===== config.mk =====
export PLATFORM = sky130hd
export DESIGN_NAME = compacting_segment_allocator_top
export DESIGN_NICKNAME = d
export VERILOG_FILES = /design/src/rtl/csa_pkg.sv /design/src/rtl/csa_ram.sv /design/src/rtl/csa_ctrl.sv /design/src/rtl/compacting_segment_allocator_top.sv
export SDC_FILE = /design/constraint.sdc
export NUM_CORES = 1
export LEC_CHECK = 0
export BUFFER_PORTS_ARGS = -buffer_cell sky130_fd_sc_hd__buf_2
export CORE_UTILIZATION = 50
export DETAILED_ROUTE_END_ITERATION = 10
export PLACE_DENSITY = 0.69
export SLEW_MARGIN = 20
export SYNTH_ARGS = -nofsm -noshare
export SYNTH_HDL_FRONTEND = slang
export SYNTH_SLANG_ARGS = --single-unit

===== constraint.sdc =====
create_clock -name clk -period 7.01 [get_ports clk]
set_input_delay 0.3505 -clock clk [delete_from_list [all_inputs] [get_ports clk]]
set_output_delay 0.3505 -clock clk [all_outputs]
set_load 0.05 [all_outputs]

===== src/rtl/csa_pkg.sv =====
// Shared types and constants for the compacting segment allocator.
package csa_pkg;

  localparam int MAX_SEGMENTS = 16;
  localparam int IDX_W = (MAX_SEGMENTS > 1) ? $clog2(MAX_SEGMENTS) : 1;
  localparam int CNT_W = $clog2(MAX_SEGMENTS + 1);

  typedef logic [15:0] word_t;

  localparam word_t TOTAL_RESET = 16'hFFFF;

  typedef enum logic [1:0] {
    REQ_ALLOC = 2'd0,
    REQ_FREE  = 2'd1,
    REQ_CLEAR = 2'd2
  } req_type_t;

  typedef enum logic [2:0] {
    ST_OK        = 3'd0,
    ST_NO_SPACE  = 3'd1,
    ST_NOT_FOUND = 3'd2,
    ST_EMPTY     = 3'd3,
    ST_FULL      = 3'd4
  } status_t;

  typedef enum logic [2:0] {
    S_IDLE,
    S_DISPATCH,
    S_SEARCH,
    S_SHIFT,
    S_RESULT
  } state_t;

  typedef struct packed {
    word_t owner;
    word_t length;
  } seg_entry_t;

  localparam int ENTRY_W = $bits(seg_entry_t);

  typedef struct packed {
    logic             we;
    logic [IDX_W-1:0] waddr;
    seg_entry_t       wdata;
    logic             re;
    logic [IDX_W-1:0] raddr;
  } mem_req_t;

endpackage


===== src/rtl/csa_ram.sv =====
// Simple dual-port segment table memory with registered read data.
module csa_ram #(
  parameter int WIDTH = 32,
  parameter int DEPTH = 16,
  parameter int AW    = (DEPTH > 1) ? $clog2(DEPTH) : 1
) (
  input  logic             clk,
  input  logic             we,
  input  logic [AW-1:0]    waddr,
  input  logic [WIDTH-1:0] wdata,
  input  logic             re,
  input  logic [AW-1:0]    raddr,
  output logic [WIDTH-1:0] rdata
);

  logic [WIDTH-1:0] mem [DEPTH];

  always_ff @(posedge clk) begin
    if (we) begin
      mem[waddr] <= wdata;
    end
  end

  always_ff @(posedge clk) begin
    if (re) begin
      rdata <= mem[raddr];
    end
  end

endmodule


===== src/rtl/csa_ctrl.sv =====
// Request sequencer: decodes requests, walks and compacts the segment table.
module csa_ctrl (
  input  logic                 clk,
  input  logic                 rst_n,
  input  logic                 in_valid,
  output logic                 in_ready,
  input  logic [1:0]           in_req_type,
  input  logic [15:0]          in_proc_id,
  input  logic [15:0]          in_req_size,
  output logic                 out_valid,
  input  logic                 out_ready,
  output logic [2:0]           out_status,
  output logic [15:0]          out_base_addr,
  output logic [15:0]          out_free_space,
  output logic                 out_compacted,
  input  logic                 cfg_we,
  input  logic [15:0]          cfg_wdata,
  output csa_pkg::mem_req_t    mem_req,
  input  csa_pkg::seg_entry_t  mem_rdata
);

  import csa_pkg::*;

  state_t           state_r, state_nxt;
  word_t            total_r, total_nxt;
  logic [CNT_W-1:0] count_r, count_nxt;
  word_t            used_r, used_nxt;
  logic [IDX_W-1:0] idx_r, idx_nxt;
  word_t            acc_r, acc_nxt;
  logic [1:0]       kind_r, kind_nxt;
  word_t            owner_r, owner_nxt;
  word_t            size_r, size_nxt;
  status_t          res_status_r, res_status_nxt;
  word_t            res_base_r, res_base_nxt;
  logic             res_moved_r, res_moved_nxt;
  logic             out_valid_r, out_valid_nxt;
  status_t          out_status_r, out_status_nxt;
  word_t            out_base_r, out_base_nxt;
  word_t            out_free_r, out_free_nxt;
  logic             out_moved_r, out_moved_nxt;
  word_t            space_w;
  logic [CNT_W:0]   idx_p1_w;
  logic [CNT_W:0]   idx_p2_w;

  assign space_w  = (total_r > used_r) ? (total_r - used_r) : '0;
  assign idx_p1_w = (CNT_W + 1)'(idx_r) + (CNT_W + 1)'(1);
  assign idx_p2_w = (CNT_W + 1)'(idx_r) + (CNT_W + 1)'(2);

  always_ff @(posedge clk) begin
    if (!rst_n) begin
      state_r     <= S_IDLE;
      total_r     <= TOTAL_RESET;
      count_r     <= '0;
      used_r      <= '0;
      out_valid_r <= 1'b0;
    end else begin
      state_r     <= state_nxt;
      total_r     <= total_nxt;
      count_r     <= count_nxt;
      used_r      <= used_nxt;
      out_valid_r <= out_valid_nxt;
    end
  end

  always_ff @(posedge clk) begin
    idx_r        <= idx_nxt;
    acc_r        <= acc_nxt;
    kind_r       <= kind_nxt;
    owner_r      <= owner_nxt;
    size_r       <= size_nxt;
    res_status_r <= res_status_nxt;
    res_base_r   <= res_base_nxt;
    res_moved_r  <= res_moved_nxt;
    out_status_r <= out_status_nxt;
    out_base_r   <= out_base_nxt;
    out_free_r   <= out_free_nxt;
    out_moved_r  <= out_moved_nxt;
  end

  always_comb begin
    state_nxt      = state_r;
    total_nxt      = cfg_we ? cfg_wdata : total_r;
    count_nxt      = count_r;
    used_nxt       = used_r;
    idx_nxt        = idx_r;
    acc_nxt        = acc_r;
    kind_nxt       = kind_r;
    owner_nxt      = owner_r;
    size_nxt       = size_r;
    res_status_nxt = res_status_r;
    res_base_nxt   = res_base_r;
    res_moved_nxt  = res_moved_r;
    out_valid_nxt  = out_valid_r && !out_ready;
    out_status_nxt = out_status_r;
    out_base_nxt   = out_base_r;
    out_free_nxt   = out_free_r;
    out_moved_nxt  = out_moved_r;
    in_ready       = 1'b0;
    mem_req        = '0;

    unique case (state_r)
      S_IDLE: begin
        in_ready = 1'b1;
        if (in_valid) begin
          kind_nxt  = in_req_type;
          owner_nxt = in_proc_id;
          size_nxt  = in_req_size;
          state_nxt = S_DISPATCH;
        end
      end

      S_DISPATCH: begin
        res_status_nxt = ST_OK;
        res_base_nxt   = '0;
        res_moved_nxt  = 1'b0;
        state_nxt      = S_RESULT;
        priority if (kind_r == REQ_ALLOC) begin
          priority if (count_r == CNT_W'(MAX_SEGMENTS)) begin
            res_status_nxt = ST_FULL;
          end else if (size_r > space_w) begin
            res_status_nxt = ST_NO_SPACE;
          end else begin
            mem_req.we           = 1'b1;
            mem_req.waddr        = count_r[IDX_W-1:0];
            mem_req.wdata.owner  = owner_r;
            mem_req.wdata.length = size_r;
            res_base_nxt         = used_r;
            count_nxt            = count_r + CNT_W'(1);
            used_nxt             = used_r + size_r;
          end
        end else if (kind_r == REQ_FREE) begin
          if (count_r == '0) begin
            res_status_nxt = ST_EMPTY;
          end else begin
            mem_req.re    = 1'b1;
            mem_req.raddr = '0;
            idx_nxt       = '0;
            acc_nxt       = '0;
            state_nxt     = S_SEARCH;
          end
        end else if (kind_r == REQ_CLEAR) begin
          count_nxt = '0;
          used_nxt  = '0;
        end else begin
          res_status_nxt = ST_OK;
        end
      end

      S_SEARCH: begin
        if (mem_rdata.owner == owner_r) begin
          res_base_nxt  = acc_r;
          res_moved_nxt = (idx_p1_w < (CNT_W + 1)'(count_r)) && (mem_rdata.length != '0);
          count_nxt     = count_r - CNT_W'(1);
          used_nxt      = used_r - mem_rdata.length;
          if (idx_p1_w < (CNT_W + 1)'(count_r)) begin
            mem_req.re    = 1'b1;
            mem_req.raddr = IDX_W'(idx_p1_w);
            state_nxt     = S_SHIFT;
          end else begin
            state_nxt = S_RESULT;
          end
        end else begin
          acc_nxt = acc_r + mem_rdata.length;
          if (idx_p1_w < (CNT_W + 1)'(count_r)) begin
            idx_nxt       = IDX_W'(idx_p1_w);
            mem_req.re    = 1'b1;
            mem_req.raddr = IDX_W'(idx_p1_w);
          end else begin
            res_status_nxt = ST_NOT_FOUND;
            res_base_nxt   = '0;
            state_nxt      = S_RESULT;
          end
        end
      end

      S_SHIFT: begin
        mem_req.we    = 1'b1;
        mem_req.waddr = idx_r;
        mem_req.wdata = mem_rdata;
        if (idx_p1_w < (CNT_W + 1)'(count_r)) begin
          mem_req.re    = 1'b1;
          mem_req.raddr = IDX_W'(idx_p2_w);
          idx_nxt       = IDX_W'(idx_p1_w);
        end else begin
          state_nxt = S_RESULT;
        end
      end

      S_RESULT: begin
        if (!out_valid_r || out_ready) begin
          out_valid_nxt  = 1'b1;
          out_status_nxt = res_status_r;
          out_base_nxt   = res_base_r;
          out_free_nxt   = space_w;
          out_moved_nxt  = res_moved_r;
          state_nxt      = S_IDLE;
        end
      end

      default: begin
        state_nxt = S_IDLE;
      end
    endcase
  end

  assign out_valid      = out_valid_r;
  assign out_status     = out_status_r;
  assign out_base_addr  = out_base_r;
  assign out_free_space = out_free_r;
  assign out_compacted  = out_moved_r;

endmodule


===== src/rtl/compacting_segment_allocator_top.sv =====
// Top level of the compacting segment allocator: sequencer plus segment table memory.
//
//   Channel   Direction  Handshake            Payload
//   in_       input      in_valid/in_ready    in_req_type, in_proc_id, in_req_size
//   out_      output     out_valid/out_ready  out_status, out_base_addr,
//                                             out_free_space, out_compacted
//   cfg_      input      cfg_we               cfg_wdata (total size)
//
// An allocate, clear or unknown request, or a free of an empty table, goes from S_DISPATCH
// straight to S_RESULT. A free of a nonempty table first walks S_SEARCH up to the owner's
// entry and, if it finds it with entries behind it, S_SHIFT over those entries. The input is
// held until S_RESULT hands the result to the output register. The table memory has one read port, so
// the owner search and the compaction shift visit one entry per cycle.
// Reset (rst_n low, synchronous) empties the table; no clearing pass is needed.
// A new request is taken while a result still waits; a stalled output holds the next
// result in the sequencer until the output register frees.
module compacting_segment_allocator_top (
  input  logic        clk,
  input  logic        rst_n,
  input  logic        in_valid,
  output logic        in_ready,
  input  logic [1:0]  in_req_type,
  input  logic [15:0] in_proc_id,
  input  logic [15:0] in_req_size,
  output logic        out_valid,
  input  logic        out_ready,
  output logic [2:0]  out_status,
  output logic [15:0] out_base_addr,
  output logic [15:0] out_free_space,
  output logic        out_compacted,
  input  logic        cfg_we,
  input  logic [15:0] cfg_wdata
);

  import csa_pkg::*;

  mem_req_t   mem_req;
  seg_entry_t mem_rdata;

  csa_ctrl u_ctrl (
    .clk            (clk),
    .rst_n          (rst_n),
    .in_valid       (in_valid),
    .in_ready       (in_ready),
    .in_req_type    (in_req_type),
    .in_proc_id     (in_proc_id),
    .in_req_size    (in_req_size),
    .out_valid      (out_valid),
    .out_ready      (out_ready),
    .out_status     (out_status),
    .out_base_addr  (out_base_addr),
    .out_free_space (out_free_space),
    .out_compacted  (out_compacted),
    .cfg_we         (cfg_we),
    .cfg_wdata      (cfg_wdata),
    .mem_req        (mem_req),
    .mem_rdata      (mem_rdata)
  );

  csa_ram #(
    .WIDTH (ENTRY_W),
    .DEPTH (MAX_SEGMENTS)
  ) u_ram (
    .clk   (clk),
    .we    (mem_req.we),
    .waddr (mem_req.waddr),
    .wdata (mem_req.wdata),
    .re    (mem_req.re),
    .raddr (mem_req.raddr),
    .rdata (mem_rdata)
  );

`ifndef NO_ASSERTIONS
  a_no_rw_collision : assert property (@(posedge clk) disable iff (!rst_n)
    (mem_req.we && mem_req.re) |-> (mem_req.waddr != mem_req.raddr))
    else $error("Table read and write hit the same entry in one cycle.");

  a_one_at_a_time : assert property (@(posedge clk) disable iff (!rst_n)
    (in_valid && in_ready) |=> !in_ready)
    else $error("A new request was taken while one was in progress.");

  a_result_frees_input : assert property (@(posedge clk) disable iff (!rst_n)
    $rose(out_valid) |-> in_ready)
    else $error("A result was produced but the sequencer did not return to idle.");
`endif

endmodule

## Yosys cells after proc, flatten, opt, wreduce, memory -nomap -nowiden

Memories as Yosys holds them, arrays and structs flattened. A register that Yosys moved wholly into a read port is not among the register bits.
Cells that the tools add are included.

- Reductions and logical operators: 20
- Bitwise operators: 0
- Equality and inequality tests: 21
- $lt $le $gt $ge: 3
- Divide/modulo/power cells: 0
- Shifts and indexed selects: 0
- Mux-type cells: 66
- Add/sub/neg operators: 8
- Multiply operators: 0

Operators by type and width:

| kind | number |
|---|---|
| $mux 16 | 16 |
| $mux 37 | 3 |
| $pmux 16 s2 | 3 |
| $pmux 37 s2 | 1 |
| $mux 5 | 11 |
| $mux 3 | 12 |
| $add 16x16->16 | 2 |
| $gt 16x16->1 | 2 |
| $sub 16x16->16 | 2 |
| $mux 4 | 5 |
| $eq 16x16->1 | 1 |
| $reduce_bool 16->1 | 1 |
| $pmux 3 s5 | 1 |
| $pmux 5 s3 | 1 |
| $pmux 4 s3 | 1 |
| $ne 2x2->1 const B | 5 |
| $pmux 5 s2 | 1 |
| $reduce_and 2->1 | 5 |
| $reduce_and 5->1 | 2 |
| $mux 1 | 7 |
| $eq 3x2->1 const B | 2 |
| $lt 6x5->1 | 1 |
| $ne 2x1->1 const B | 3 |
| $ne 3x2->1 const B | 2 |
| 24 further kinds | 28 |

- ROM bits: 0
- RAM bits: 512
- Bits in latches: 0
- Register bits: 151
- Memories: 1
- Output and inout port bits: 38

Memories:

| memory | depth | width | rd ports | clocked after memory_dff | write ports | line | text |
|---|---|---|---|---|---|---|---|
| u_ram.mem | 16 | 32 | 1 | 1 | 1 | csa_ram.sv:16 | `logic [WIDTH-1:0] mem [DEPTH];` |

## Logic depth before layout (Yosys ltp)

- Depth after elaboration: 9
- Mapped depth: 22
- Depth with buffers taken out: 21

## Hierarchy

A second synthesis with hierarchy kept.

- Cells, all modules: 1840
- Area total of the unflattened synthesis: 30127.6 sq um

By module, submodules not included:

| module | instances | seq. area each (sq um) | area an instance (sq um) | cells an instance |
|---|---|---|---|---|
| csa_ram | 1 | 16335.7 | 20155.6 | 838 |
| csa_ctrl | 1 | 4124.0 | 9972.1 | 1002 |

## Worst setup path after synthesis

OpenSTA, ideal clock, no wires.

- Path kind: register -> register
- Start point: reg u_ctrl.used_r[1]
- End point: mem u_ram.mem[12][0] (enable)
- Clock period less this slack: 6.905 ns
- Slack: 0.105 ns
- Arrival: 6.444 ns
- Cell stages (with the launch flop): 21
- Cell sequence: dfxtp_1 inv_1 fa_1 a21o_1 a21oi_1 o21ai_0 a21oi_1 nor3b_1 o21a_1 o21a_1 or3_1 ha_1 and4_1 nand4_1 a21oi_1 a2111oi_4 o2111a_1 buf_4 a22o_2 nand3_2 nor3_1

- Word-level cells in the longest chain between the ends: 9
- Elaborated cells between the ends (all ways): 10
- Those cells by class: add/sub (1); order compare (2); mux (7)

RTL lines:

| what | line | text |
|---|---|---|
| from (decl) | csa_ctrl.sv:27 | `word_t used_r, used_nxt;` |
| from (signal assigned) | csa_ctrl.sv:60 | `used_r <= used_nxt;` |
| $sub 16x16->16 / $gt 16x16->1 (equally long branches) | csa_ctrl.sv:45 | `assign space_w = (total_r > used_r) ? (total_r - used_r) : '0;` |
| $mux 16 * | csa_ctrl.sv:45 |  |
| $gt 16x16->1 * | csa_ctrl.sv:120 | `end else if (size_r > space_w) begin` |
| $mux 37 * | csa_ctrl.sv:120 |  |
| $mux 37 * | csa_ctrl.sv:118 | `priority if (count_r == CNT_W'(MAX_SEGMENTS)) begin` |
| $mux 37 * | csa_ctrl.sv:117 | `priority if (kind_r == REQ_ALLOC) begin` |
| $pmux 37 s2 * | csa_ctrl.sv:101 | `unique case (state_r)` |
| $mux 1 | csa_ram.sv:19 | `if (we) begin` |
| $mux 1 (implied by the code) | csa_ram.sv:20 | `mem[waddr] <= wdata;` |
| to (decl) | csa_ram.sv:16 |  |

Mark *: on every way between the ends. The rest lies on a longest branch, timed or not.

## Worst setup path after layout

- Start point: reg u_ctrl.used_r[1]
- End point: mem u_ram.mem[10][8] (enable)

The elaborated chain is that of the path after synthesis.

==> summary.md <==
| Metric | Value |
|---|---|
| Cells after DPL | `2618` |
| Avg Inst Size Synth | `16.75 um^2` |
| Vias in the first global route | `17.40k` |
| Worst skew pair latency | `630 ps` |
| Asr flop ratio synth | `0` |
| CP most frequent cell | `a21oi_1` |
| Final setup viols | `0` |
| Slew headroom | `0.2473` |
| Final WL | `67940 um` |
| Floorplan Core Area | `about 59000 um^2` |
| Root Buffer | `clkbuf_16` |
| DR WL/cell | `24.26 um` |
| Number of diodes | `0` |
| Clock Pin Slew Worst Setup and Hold Paths | `60 ps` |
| Number of CTS-inserted buffers | `74` |
| Synth warnings | `0` |
| Max FO, Critical Path | `32` |
| Slowest CP cell | `a2111oi_4` |
| Hold WS | `65.88 ps` |
| Min-delay worst type | `in -> reg` |
| Worst vdd ir | `0.0002127 V` |
| Netlist cell types | `74` |
| Slowest Stage Delay on Critical Path | `500 ps` |
| GRT Util Overall | `0.2270` |
| First-pass GRT wire length | `about 100000 um` |
| Port bufs | `92` |
| Status | `finished, violations left` |
| Placed inst area | `31510 um^2` |
| Maximum root-to-sink buffer count | `3` |
| Initial antenna violation count | `0` |
| Post-Route Setup TNS | `0 ps` |
| Max_cap viols | `0` |
| Critical path endpoint category | `flop` |
| Final min period | `6412 ps` |
| Most flops, register | `u_ram.mem` |
| Max Slew Vio Count | `0` |
| DRC | `29` |
| Io pins | `93` |
| Post-CTS setup buffer count | `0` |
| Initial DRC count | `1456` |
| Setup crit start kind | `flop` |
| Final ANT Viol Nets | `0` |
| Via density per instance | `6.041` |
| Worst slew pin tran | `1126 ps` |
| Vias after detailed routing | `16.92k` |
| Register area share after synthesis | `0.6819` |
| Crit-path cells | `inv_1 > fa_1 > a21o_1 > a21oi_1 > o21ai_0 > a21oi_1 > nor3b_1 > o21a_1 > o21a_1 > or3_1 > ha_1 > and4_1 > nand4_1 > a21oi_1 > a2111oi_4 > o2111a_1 > buf_4 > a22o_2 > nand3_1 > nor2_4 > buf_12` |
| DP HPWL | `41480 um` |
| Synthesized net count | `1937` |
| Netlist Area Pre-Place | `30010 um^2` |
| Post-route clock period utilization | `0.9147` |
| Post-route design area | `34410 um^2` |
| CTS H-tree depth | `3` |
| GRT Residual Overflow | `0` |
| Main synth FF type | `edfxtp_1` |
| Post-synth EDFFs | `654` |
| Setup Skew | `roughly 30 ps` |
| Crit path kind | `reg -> reg` |
| FF+latch count, synth | `just under 700` |
| Critical path data required time | `about 7300 ps` |
| Fmax | `156.0 MHz` |
| Layout cells sized above 1 | `0.1933` |
| Die X-Extent | `247.0 um` |
| Die height | `247.0 um` |
| Max FFs per register | `512` |
| Area added between synthesis and finish | `14.69%` |
| Top flop regs | `u_ram.mem: 512 flops, u_ram.rdata: 32 flops` |
| Hold Fails Final Rpt | `0` |
| Fin util | `0.5820` |
| Failing checks | `design-rule violations` |
| Worst Path Arrival | `approximately 6700 ps` |
| Largest net degree at the start of global routing | `129` |
| Clock Sinks | `roughly 700` |
| Placement Rows | `89` |
| Post-CTS resize count | `0` |
| CTS tree | `yes` |
| Syn Inst Count | `1791` |
| Leak | `11.32 nW` |
| RSZ-0062 raised after global routing | `no` |
| Power per standard cell area | `263.0 nW/um^2` |
| Worst Path Buf+Inv | `3` |
| Die ar. | `60990 um^2` |
| Nets | `2117` |
| Initial DRT Pass Iterations | `8` |
| CP top delay family | `compound AO/OA/AOI/OAI gates` |
| Starting Density | `0.5074` |
| Post-layout instance count excluding filler cells | `2801` |
| RePlAce Congestion | `approximately 0.89` |
per-layer routing:
metal	track usage	part of all wire	routed length [um]	vias up
met3	0.03538	0.055	3757	122
met5	0	0	0	-
li1	-	-	-	7559
met2	0.3922	0.51	34470	557
met1	0.2966	0.41	27950	8682
met4	0.06536	0.026	1764	0
cell families (layout without fill, tap and decap cells):
group / after synthesis / count (layout) / share of synthesized area
DFF: 695 / 695 / 0.6819
AOI/OAI and AO/OA: 343 / 343 / 0.08240
and+or+nand+nor: 314 / 314 / 0.04925
muxes: 146 / 146 / 0.1037
buffers and inverters: 136 / 373 / 0.02456
adders and majority gates: 91 / 91 / 0.03895
xor gates and xnor gates: 66 / 66 / 0.01927
tightest hold or removal path, stage by stage:
cell and delay, ps:
buf_2 70, nand2_1 80, a21oi_1 120
stage by stage:
step | worst slack (ps) | power (mW)
after floorplan | 105.4 | 5.098
after global placement | 860.9 | 5.255
after detailed placement | 659.5 | 5.270
after CTS | 625.0 | 9.114
after global routing | 198.3 | 9.331
final | 598.3 | 9.050
worst paths after layout:
path,startpoint,cells past startpoint,slack [ps],endpoint
max reg2reg,u_ctrl.used_r[1],21,600,u_ram.mem[10][8]
max,u_ctrl.used_r[1],21,600,u_ram.mem[10][8]
min reg2reg,u_ctrl.res_base_r[12],0,420,u_ctrl.out_base_addr[12]
min,in_valid,3,70,u_ctrl.state_r[0]
where the power goes:
group | internal, mW | leakage [nW] | total, mW | switching, mW
logic | 0.228 | 4.08 | 0.586 | 0.357
clock network | 2.21 | 1.17 | 3.84 | 1.63
registers | 4.57 | 6.06 | 4.62 | 0.0512
cell usage after synthesis (all sizes together) (23+ instances only):
cell    number  area (um^2)
edfxtp     654        19640
o21ai       41        209.0
a22oi       70        525.5
nand2       96        360.4
clkbuf      37        146.4
dfxtp       41        820.8
nor3        23        131.4
a22o        51        447.9
nor2        94        355.3
buf         35        350.3
xnor2       48        420.4
mux4       128         2932
ha          87         1089
inv         62        232.7
a21o        24        180.2
a21oi       58        290.3
cells in the final DEF (no fill, tap or decap), drive strengths merged, types with 4 or more instances in the layout:
cell type and instances:
a211oi 18, a21o 24, a21oi 58, a221oi 6, a22o 51, a22oi 70
a311oi 4, a31oi 12, and2 7, and3 6, and4 4, buf 126
bufinv 6, clkbuf 90, clkinv 34, dfxtp 41, dlygate4sd3 50, edfxtp 654
fa 4, ha 87, inv 64, mux2i 18, mux4 128, nand2 96
nand2b 17, nand3 15, nand4 14, nor2 94, nor2b 12, nor3 23
nor4 10, o211ai 7, o21a 15, o21ai 41, o31ai 4, or2 9
or3 5, xnor2 48, xor2 18
area by class of cell:
type,instances,area (um^2)
repair buffers,176,1366
multi-input cells,960,8976
clock buffers,90,1933
fillers,4357,24720
clock inverters,43,469.2
flip-flops and latches,695,20460
well taps,773,967.2
inverters,64,241.5
repair_timing:
item / 4_1_cts / 5_1_grt
endpoints found under the hold margin: 50 / 0
hold buffers: 50 / 0
setup endpoints to repair: 0 / 0
Note: power is estimated with default switching activity, not from simulation.
